$ cat src/rtl/utu_pkg.sv
// Shared types and constants for the UTF-8 to UTF-16 decoder.
`timescale 1ns / 1ps

package utu_pkg;

    localparam int unsigned BYTE_W  = 8;
    localparam int unsigned UNIT_W  = 16;
    localparam int unsigned PART_W  = 10;
    localparam int unsigned PEND_W  = 2;

    // Lead and continuation byte classes.
    localparam logic [BYTE_W-1:0] ASCII_MASK = 8'h80;
    localparam logic [BYTE_W-1:0] LEAD2_MASK = 8'he0;
    localparam logic [BYTE_W-1:0] LEAD2_CODE = 8'hc0;
    localparam logic [BYTE_W-1:0] LEAD3_MASK = 8'hf0;
    localparam logic [BYTE_W-1:0] LEAD3_CODE = 8'he0;
    localparam logic [BYTE_W-1:0] CONT_MASK  = 8'hc0;
    localparam logic [BYTE_W-1:0] CONT_CODE  = 8'h80;
    localparam logic [BYTE_W-1:0] LEAD2_BITS = 8'h1f;
    localparam logic [BYTE_W-1:0] LEAD3_BITS = 8'h0f;
    localparam logic [BYTE_W-1:0] CONT_BITS  = 8'h3f;

    // Continuation bytes still expected.
    localparam logic [PEND_W-1:0] PEND_NONE = 2'd0;
    localparam logic [PEND_W-1:0] PEND_ONE  = 2'd1;
    localparam logic [PEND_W-1:0] PEND_TWO  = 2'd2;

    localparam logic [UNIT_W-1:0] COUNT_MAX = 16'hffff;

    typedef struct packed {
        logic [BYTE_W-1:0] data_byte;
        logic              end_of_string;
    } t_byte_item;

    typedef struct packed {
        logic [UNIT_W-1:0] code_unit;
        logic              is_error;
        logic              is_last;
        logic [UNIT_W-1:0] unit_count;
    } t_unit_item;

endpackage

$ cat src/rtl/utu_if.sv
// Valid/ready channel interfaces for the byte input and the code unit output.
`timescale 1ns / 1ps

interface utu_byte_if import utu_pkg::*; ();
    logic              valid;
    logic              ready;
    logic [BYTE_W-1:0] data_byte;
    logic              end_of_string;

    modport source (output valid, data_byte, end_of_string, input ready);
    modport sink   (input valid, data_byte, end_of_string, output ready);
endinterface

interface utu_unit_if import utu_pkg::*; ();
    logic              valid;
    logic              ready;
    logic [UNIT_W-1:0] code_unit;
    logic              is_error;
    logic              is_last;
    logic [UNIT_W-1:0] unit_count;

    modport source (output valid, code_unit, is_error, is_last, unit_count, input ready);
    modport sink   (input valid, code_unit, is_error, is_last, unit_count, output ready);
endinterface

$ cat src/rtl/utf8_to_utf16_decoder.sv
// Top level of the modified UTF-8 to UTF-16 decoder.
`timescale 1ns / 1ps

// Decodes a byte stream of modified UTF-8 strings (one, two or three byte
// sequences, last byte flagged by end_of_string) into 16-bit code units with a
// saturating per-string unit count. One byte is taken every clock unless the
// result register holds a result not yet read; a completing byte passes from
// the input register through the decode logic into the result register. Throughput
// is bound by the string state register update. A malformed string yields
// no units after the fault and one error result, flagged last, on its final
// byte; every unit already delivered for that string must then be dropped.
// Other bytes that complete no unit produce no result.
module utf8_to_utf16_decoder import utu_pkg::*; (
    input  logic       i_clk,
    input  logic       i_rst_n,
    utu_byte_if.sink   i_byte,
    utu_unit_if.source o_unit
);

    logic       w_valid;
    t_byte_item w_item;
    logic       w_take;

    utu_in_reg u_in_reg (
        .i_clk   (i_clk),
        .i_rst_n (i_rst_n),
        .i_byte  (i_byte),
        .o_valid (w_valid),
        .o_item  (w_item),
        .i_take  (w_take)
    );

    utu_decode u_decode (
        .i_clk   (i_clk),
        .i_rst_n (i_rst_n),
        .i_valid (w_valid),
        .i_item  (w_item),
        .o_take  (w_take),
        .o_unit  (o_unit)
    );

endmodule

$ cat src/rtl/utu_in_reg.sv
// Input register stage: holds one byte request until the decoder takes it.
`timescale 1ns / 1ps

module utu_in_reg import utu_pkg::*; (
    input  logic       i_clk,
    input  logic       i_rst_n,
    utu_byte_if.sink   i_byte,
    output logic       o_valid,
    output t_byte_item o_item,
    input  logic       i_take
);

    logic       r_valid;
    t_byte_item r_item;
    logic       w_load;

    assign i_byte.ready = !r_valid || i_take;
    assign w_load       = i_byte.valid && i_byte.ready;

    always_ff @(posedge i_clk) begin
        if (!i_rst_n) begin
            r_valid <= 1'b0;
        end else if (w_load) begin
            r_valid <= 1'b1;
        end else if (i_take) begin
            r_valid <= 1'b0;
        end
    end

    always_ff @(posedge i_clk) begin
        if (w_load) begin
            r_item.data_byte     <= i_byte.data_byte;
            r_item.end_of_string <= i_byte.end_of_string;
        end
    end

    assign o_valid = r_valid;
    assign o_item  = r_item;

endmodule

$ cat src/rtl/utu_decode.sv
// Decode stage: string state, byte classification and the result register.
`timescale 1ns / 1ps

module utu_decode import utu_pkg::*; (
    input  logic       i_clk,
    input  logic       i_rst_n,
    input  logic       i_valid,
    input  t_byte_item i_item,
    output logic       o_take,
    utu_unit_if.source o_unit
);

    logic [PEND_W-1:0] r_pending, n_pending;
    logic [PART_W-1:0] r_partial, n_partial;
    logic              r_err, n_err;
    logic [UNIT_W-1:0] r_units, n_units;
    logic              r_out_valid;
    t_unit_item        r_out, n_out;
    logic              w_emit;
    logic              w_have;
    logic [UNIT_W-1:0] w_unit;
    logic [BYTE_W-1:0] w_b;
    logic              w_last;

    assign w_b    = i_item.data_byte;
    assign w_last = i_item.end_of_string;
    assign o_take = i_valid && (!r_out_valid || o_unit.ready);

    always_comb begin
        n_pending = r_pending;
        n_partial = r_partial;
        n_err     = r_err;
        n_units   = r_units;
        w_have    = 1'b0;
        w_unit    = '0;
        w_emit    = 1'b0;
        n_out     = '0;

        if (!r_err) begin
            if (r_pending == PEND_NONE) begin
                priority if ((w_b & ASCII_MASK) == '0) begin
                    w_unit = {8'd0, w_b};
                    w_have = 1'b1;
                end else if ((w_b & LEAD2_MASK) == LEAD2_CODE) begin
                    n_partial = {5'd0, w_b[4:0] & LEAD2_BITS[4:0]};
                    n_pending = PEND_ONE;
                end else if ((w_b & LEAD3_MASK) == LEAD3_CODE) begin
                    n_partial = {6'd0, w_b[3:0] & LEAD3_BITS[3:0]};
                    n_pending = PEND_TWO;
                end else begin
                    n_err = 1'b1;
                end
            end else if ((w_b & CONT_MASK) != CONT_CODE) begin
                n_err = 1'b1;
            end else if (r_pending == PEND_TWO) begin
                n_partial = {r_partial[3:0], w_b[5:0] & CONT_BITS[5:0]};
                n_pending = PEND_ONE;
            end else begin
                // pending of one, or the unreachable code three
                w_unit    = {r_partial, w_b[5:0] & CONT_BITS[5:0]};
                n_partial = '0;
                n_pending = PEND_NONE;
                w_have    = 1'b1;
            end
        end

        // string closed inside a sequence
        if (w_last && !n_err && n_pending != PEND_NONE) begin
            n_err = 1'b1;
        end

        if (n_err) begin
            if (w_last) begin
                w_emit         = 1'b1;
                n_out.is_error = 1'b1;
                n_out.is_last  = 1'b1;
            end
        end else if (w_have) begin
            if (r_units != COUNT_MAX) begin
                n_units = r_units + 16'd1;
            end
            w_emit           = 1'b1;
            n_out.code_unit  = w_unit;
            n_out.is_last    = w_last;
            n_out.unit_count = n_units;
        end

        if (w_last && w_emit) begin
            n_pending = PEND_NONE;
            n_partial = '0;
            n_err     = 1'b0;
            n_units   = '0;
        end
    end

    always_ff @(posedge i_clk) begin
        if (!i_rst_n) begin
            r_pending <= PEND_NONE;
            r_partial <= '0;
            r_err     <= 1'b0;
            r_units   <= '0;
        end else if (o_take) begin
            r_pending <= n_pending;
            r_partial <= n_partial;
            r_err     <= n_err;
            r_units   <= n_units;
        end
    end

    always_ff @(posedge i_clk) begin
        if (!i_rst_n) begin
            r_out_valid <= 1'b0;
        end else if (o_take && w_emit) begin
            r_out_valid <= 1'b1;
        end else if (o_unit.ready) begin
            r_out_valid <= 1'b0;
        end
    end

    always_ff @(posedge i_clk) begin
        if (o_take && w_emit) begin
            r_out <= n_out;
        end
    end

    assign o_unit.valid      = r_out_valid;
    assign o_unit.code_unit  = r_out.code_unit;
    assign o_unit.is_error   = r_out.is_error;
    assign o_unit.is_last    = r_out.is_last;
    assign o_unit.unit_count = r_out.unit_count;

    a_pending_legal: assert property (@(posedge i_clk) disable iff (!i_rst_n)
        r_pending != 2'd3)
        else $error("pending count reached an illegal code");

    a_last_clears: assert property (@(posedge i_clk) disable iff (!i_rst_n)
        o_take && w_last |=> r_pending == PEND_NONE && !r_err && r_units == '0)
        else $error("string state not cleared after final byte");

    a_error_result: assert property (@(posedge i_clk) disable iff (!i_rst_n)
        r_out_valid && r_out.is_error |-> r_out.is_last && r_out.code_unit == '0
            && r_out.unit_count == '0)
        else $error("malformed error result");

    a_count_nonzero: assert property (@(posedge i_clk) disable iff (!i_rst_n)
        r_out_valid && !r_out.is_error |-> r_out.unit_count != '0)
        else $error("good result with zero unit count");

    a_err_silent: assert property (@(posedge i_clk) disable iff (!i_rst_n)
        o_take && r_err && !w_last |=> $stable(r_out_valid) || !r_out_valid)
        else $error("result raised while error is pending");

endmodule
$ cat src/flat_wrapper.sv
// flat-port wrapper written by rule: the top's interface ports become plain ports
module utf8_to_utf16_decoder_flat import utu_pkg::*;
  (i_clk, i_rst_n, i_byte_valid, i_byte_data_byte, i_byte_end_of_string, i_byte_ready, o_unit_valid, o_unit_code_unit, o_unit_is_error, o_unit_is_last, o_unit_unit_count, o_unit_ready);
  utu_byte_if i_byte_i ();
  utu_unit_if o_unit_i ();
  input  logic i_clk;
  input  logic i_rst_n;
  input wire logic [$bits(i_byte_i.valid)-1:0] i_byte_valid;
  input wire logic [$bits(i_byte_i.data_byte)-1:0] i_byte_data_byte;
  input wire logic [$bits(i_byte_i.end_of_string)-1:0] i_byte_end_of_string;
  output wire logic [$bits(i_byte_i.ready)-1:0] i_byte_ready;
  output wire logic [$bits(o_unit_i.valid)-1:0] o_unit_valid;
  output wire logic [$bits(o_unit_i.code_unit)-1:0] o_unit_code_unit;
  output wire logic [$bits(o_unit_i.is_error)-1:0] o_unit_is_error;
  output wire logic [$bits(o_unit_i.is_last)-1:0] o_unit_is_last;
  output wire logic [$bits(o_unit_i.unit_count)-1:0] o_unit_unit_count;
  input wire logic [$bits(o_unit_i.ready)-1:0] o_unit_ready;
  assign i_byte_i.valid = i_byte_valid;
  assign i_byte_i.data_byte = i_byte_data_byte;
  assign i_byte_i.end_of_string = i_byte_end_of_string;
  assign i_byte_ready = i_byte_i.ready;
  assign o_unit_valid = o_unit_i.valid;
  assign o_unit_code_unit = o_unit_i.code_unit;
  assign o_unit_is_error = o_unit_i.is_error;
  assign o_unit_is_last = o_unit_i.is_last;
  assign o_unit_unit_count = o_unit_i.unit_count;
  assign o_unit_i.ready = o_unit_ready;
  utf8_to_utf16_decoder u_core (.i_clk(i_clk), .i_rst_n(i_rst_n), .i_byte(i_byte_i), .o_unit(o_unit_i));
endmodule
$ cat config.mk
export PLATFORM = sky130hd
export DESIGN_NAME = utf8_to_utf16_decoder_flat
export DESIGN_NICKNAME = d
export VERILOG_FILES = /design/src/rtl/utu_pkg.sv /design/src/rtl/utu_if.sv /design/src/rtl/utf8_to_utf16_decoder.sv /design/src/rtl/utu_in_reg.sv /design/src/rtl/utu_decode.sv /design/src/flat_wrapper.sv
export SDC_FILE = /design/constraint.sdc
export NUM_CORES = 1
export LEC_CHECK = 0
export BUFFER_PORTS_ARGS = -buffer_cell sky130_fd_sc_hd__buf_2
export CAP_MARGIN = 40
export CORE_MARGIN = 2
export CORE_UTILIZATION = 38
export DETAILED_ROUTE_END_ITERATION = 10
export GPL_TIMING_DRIVEN = 0
export SYNTH_ARGS = -nofsm -noshare
export SYNTH_HDL_FRONTEND = slang
export SYNTH_SLANG_ARGS = --single-unit
$ cat constraint.sdc
create_clock -name i_clk -period 3 [get_ports i_clk]
set_input_delay 0.3 -clock i_clk [delete_from_list [all_inputs] [get_ports i_clk]]
set_output_delay 0.3 -clock i_clk [all_outputs]
set_load 0.03 [all_outputs]
==> flow_summary.toml <==
[die]
dieHeight_um = 99.4
die_area_sq_um = 9880
core-area_sq_um = 8760
start_util_pct = 39.5
io_pins = 49
num_rows = 34
die_x_um = 99.4

[clock_tree]
ctsResizeCount = 0
cts_root_buffer = "clkbuf_8"
cts_buffer_depth = 2
cts.clk_slew.worst_paths_ns = 0.08
cts_buffers = 9
cts_num_sinks = 74
cts_tree = "built"
clk_latency_ns = 0.35
post-cts-setup-buffers = 0
cts_htree_levels = 3
ctsHoldBuffers = 0

[power_and_ir_drop]
internal-power_mw = 1.54
p_comb_share_pct = 7.9
powerDensity_nw_per_um2 = 507
ir_drop_mv = 0.254
p_seq_share_pct = 54.5
p_leak_nw = 1.45
power_mw = 2.05
pwr-share-clk_pct = 37.6
p_sw_mw = 0.517
swShare_pct = 25.1

[critical_path]
required_ns = 3.09
reg2reg_to = "u_core.u_decode.o_unit.unit_count[0]$_SDFFCE_PP0P_"
path_common_cell = "nor2_1"
critPathKind = "flip-flop to flip-flop"
path_depth = 5
worst-path-buf-inv = 2
cp-end-kind = "flip-flop"
reg2regPathDepth = 5
cp_slowest_stage_delay_ns = 0.64
path_delay_family = "simple AND/OR/NAND/NOR gates"
path_max_fanout = 10
start_kind = "flip-flop"
rrSetupSlack_ns = 0.65
worstPathArrival_ns = 2.44
r2r_start = "u_core.u_in_reg.o_item[8]$_DFFE_PP_"
critPathSlowestCell = "nor2_1"
path_cells = "and4bb_4, clkbuf_2, nor2_1, buf_2, nor2_1"

[final_layout]
final_common_cell = "buf_2"
fin_nets = 393
drive_gt1_share_pct = 23.2
antennaDiodeCount = 0
final_cell_mix = "buf_2, edfxtp_1, dfxtp_1"
syn_to_final_growth_pct = 17.1
fin_area_sq_um = 4050
fin_util_pct = 46.2

[route]
drtIter0Drc = 165
drt_wl_total_um = 7680
dr.pass1.iters = 4
via_per_inst = 5.53
vias = 2721
wl_per_cell_um = 15.6
drc_errors = 0
ant_nets = 0

[timing]
report.final.hold_viol_count = 0
slew_headroom_pct = 43.2
slew_viol_final = 0
period_minus_slack_ns = 2.35
setup_ws_ns = 0.652
fin_skew_ns = 0.00837
timing.final.crit_share_pct = 78.3
setup_viol = 0
fmax_mhz = 426
tns_ns = 0
tightest_slew_ns = 0.844
rsz0062_at_grt = "false"

[global_routing]
grtUsageTotal_pct = 16.1
antenna_found_initial = 0
grt_overflow = 0
grt_pass1_wl_um = 12700
first_global_vias = 2486
grt_start_max_net_pins = 23

[synthesis]
async_flop_share_pct = 0
synth_ff_type = "edfxtp_1"
ys_top_cells_by_area = "edfxtp_1, dfxtp_1, nand3_1"
syn_area_per_cell_sq_um = 10.8
yosys.cell_types.count = 54
yosys.area.top_type = "edfxtp_1"
ys_seq_area_share_pct = 55.3
synth_cells = 320
synth_edf_count = 43
syn_area_sq_um = 3460
ys_ff_latch = 74
yosysWarnings = 0
synth_top_area_share_pct = 37.3
syn_nets = 334

[run]
maxCapViolations = 0

[run_status]
status = "completed"

[min_path]
whs_endpoint = "u_core.u_in_reg.o_item[4]$_DFFE_PP_"
min_path_type = "input pin to flip-flop"
hold_path_depth = 1
hold_start = "i_byte_data_byte[3]"

[placement]
port_buffers = 47
dpl.hpwl_um = 5220
post-place-ws_ns = 0.659
place_congestion = 0.840
post_dp_cell_area_sq_um = 3860
==> layer usage <==
metal | up-vias | wire, um | track usage [%]
li1 | 1348 | - | -
met1 | 1298 | 3920 | 24.6
met2 | 69 | 3360 | 22.1
met3 | 6 | 320 | 4.08
met4 | 0 | 84 | 5.37
met5 | - | 0 | 0
==> worst reg2reg max path, cell delays in order (launching register included) <==
cell,delay (ns)
edfxtp_1,0.52
and4bb_4,0.29
clkbuf_2,0.17
nor2_1,0.64
buf_2,0.39
nor2_1,0.09
==> cell type report <==
class | instances | area [sq um]
Clock buffer | 10 | 128
Fill cell | 853 | 4710
Inverter | 8 | 30.0
Buffer | 24 | 113
Sequential cell | 74 | 1910
Tap cell | 108 | 135
Clock inverter | 6 | 67.6
Multi-Input combinational cell | 214 | 1400
Timing Repair Buffer | 48 | 263
==> cell usage after synthesis, drive strengths merged (5+ instances only) <==
| cell type | instances |
|---|---|
| a21oi | 19 |
| a22o | 10 |
| and2 | 18 |
| buf | 10 |
| clkbuf | 14 |
| dfxtp | 31 |
| edfxtp | 43 |
| inv | 8 |
| nand2 | 16 |
| nand3 | 24 |
| nand4 | 7 |
| nor2 | 13 |
| nor3 | 5 |
| nor4 | 9 |
| o211ai | 9 |
| o21ai | 16 |
| o22ai | 5 |
| or3 | 8 |
| or4 | 9 |
==> sequential cells by signal (all words and copies together) (netlist names) <==
signal                             flops
u_core.u_decode.r_err                  1
u_core.u_decode.o_unit.unit_count     16
u_core.u_decode.o_unit.valid           1
u_core.u_in_reg.o_item                 9
u_core.u_decode.o_unit.is_error        1
u_core.u_decode.r_units               16
u_core.u_decode.r_partial             10
u_core.u_decode.o_unit.is_last         1
u_core.u_decode.r_pending              2
u_core.u_in_reg.o_valid                1
u_core.u_decode.o_unit.code_unit      16
==> worst max-delay path by stage <==
stage	start	to	slack [ns]
5_1_grt	u_core.u_in_reg.o_item[8]$_DFFE_PP_	u_core.u_decode.o_unit.unit_count[0]$_SDFFCE_PP0P_	0.50
3_3_place_gp	u_core.u_in_reg.o_item[8]$_DFFE_PP_	u_core.u_decode.o_unit.code_unit[11]$_SDFFCE_PP0P_	0.44
2_1_floorplan	u_core.u_in_reg.o_item[8]$_DFFE_PP_	u_core.u_decode.o_unit.code_unit[0]$_SDFFCE_PP0P_	0.99
6_report	u_core.u_in_reg.o_item[8]$_DFFE_PP_	u_core.u_decode.o_unit.unit_count[0]$_SDFFCE_PP0P_	0.65
4_1_cts	u_core.u_in_reg.o_item[8]$_DFFE_PP_	u_core.u_decode.o_unit.unit_count[0]$_SDFFCE_PP0P_	0.64
3_5_place_dp	u_core.u_in_reg.o_item[8]$_DFFE_PP_	u_core.u_decode.o_unit.unit_count[0]$_SDFFCE_PP0P_	0.66
==> power groups by stage <==
| stage | clock, mW | sequential [mW] | combinational (mW) |
|---|---|---|---|
| after global routing | 0.829 | 1.12 | 0.177 |
| after detailed placement | 0 | 1.14 | 0.164 |
| after CTS | 0.784 | 1.12 | 0.165 |
| after global placement | 0 | 1.14 | 0.158 |
| after floorplan | 0 | 1.18 | 0.0670 |
| final | 0.772 | 1.12 | 0.163 |
==> per-stage QoR <==
stage                     instances  hold slack [ns]
after global routing            492            0.108
after CTS                       492            0.115
after detailed placement        476            0.456
final                           492            0.124
after global placement          475            0.454
after floorplan                 320            0.399
==> cells by family after synthesis <==
kind of cell,Yosys count,synth area share [%]
multiplexers,2,0.579
AND/OR/NAND/NOR,125,22.3
adder cells (fa/ha/maj),1,0.362
XOR/XNOR,3,0.760
AO/OA/AOI/OAI,83,16.6
flip-flops,74,55.3
buffers and inverters,32,4.12
(Power assumes the default switching activity.)
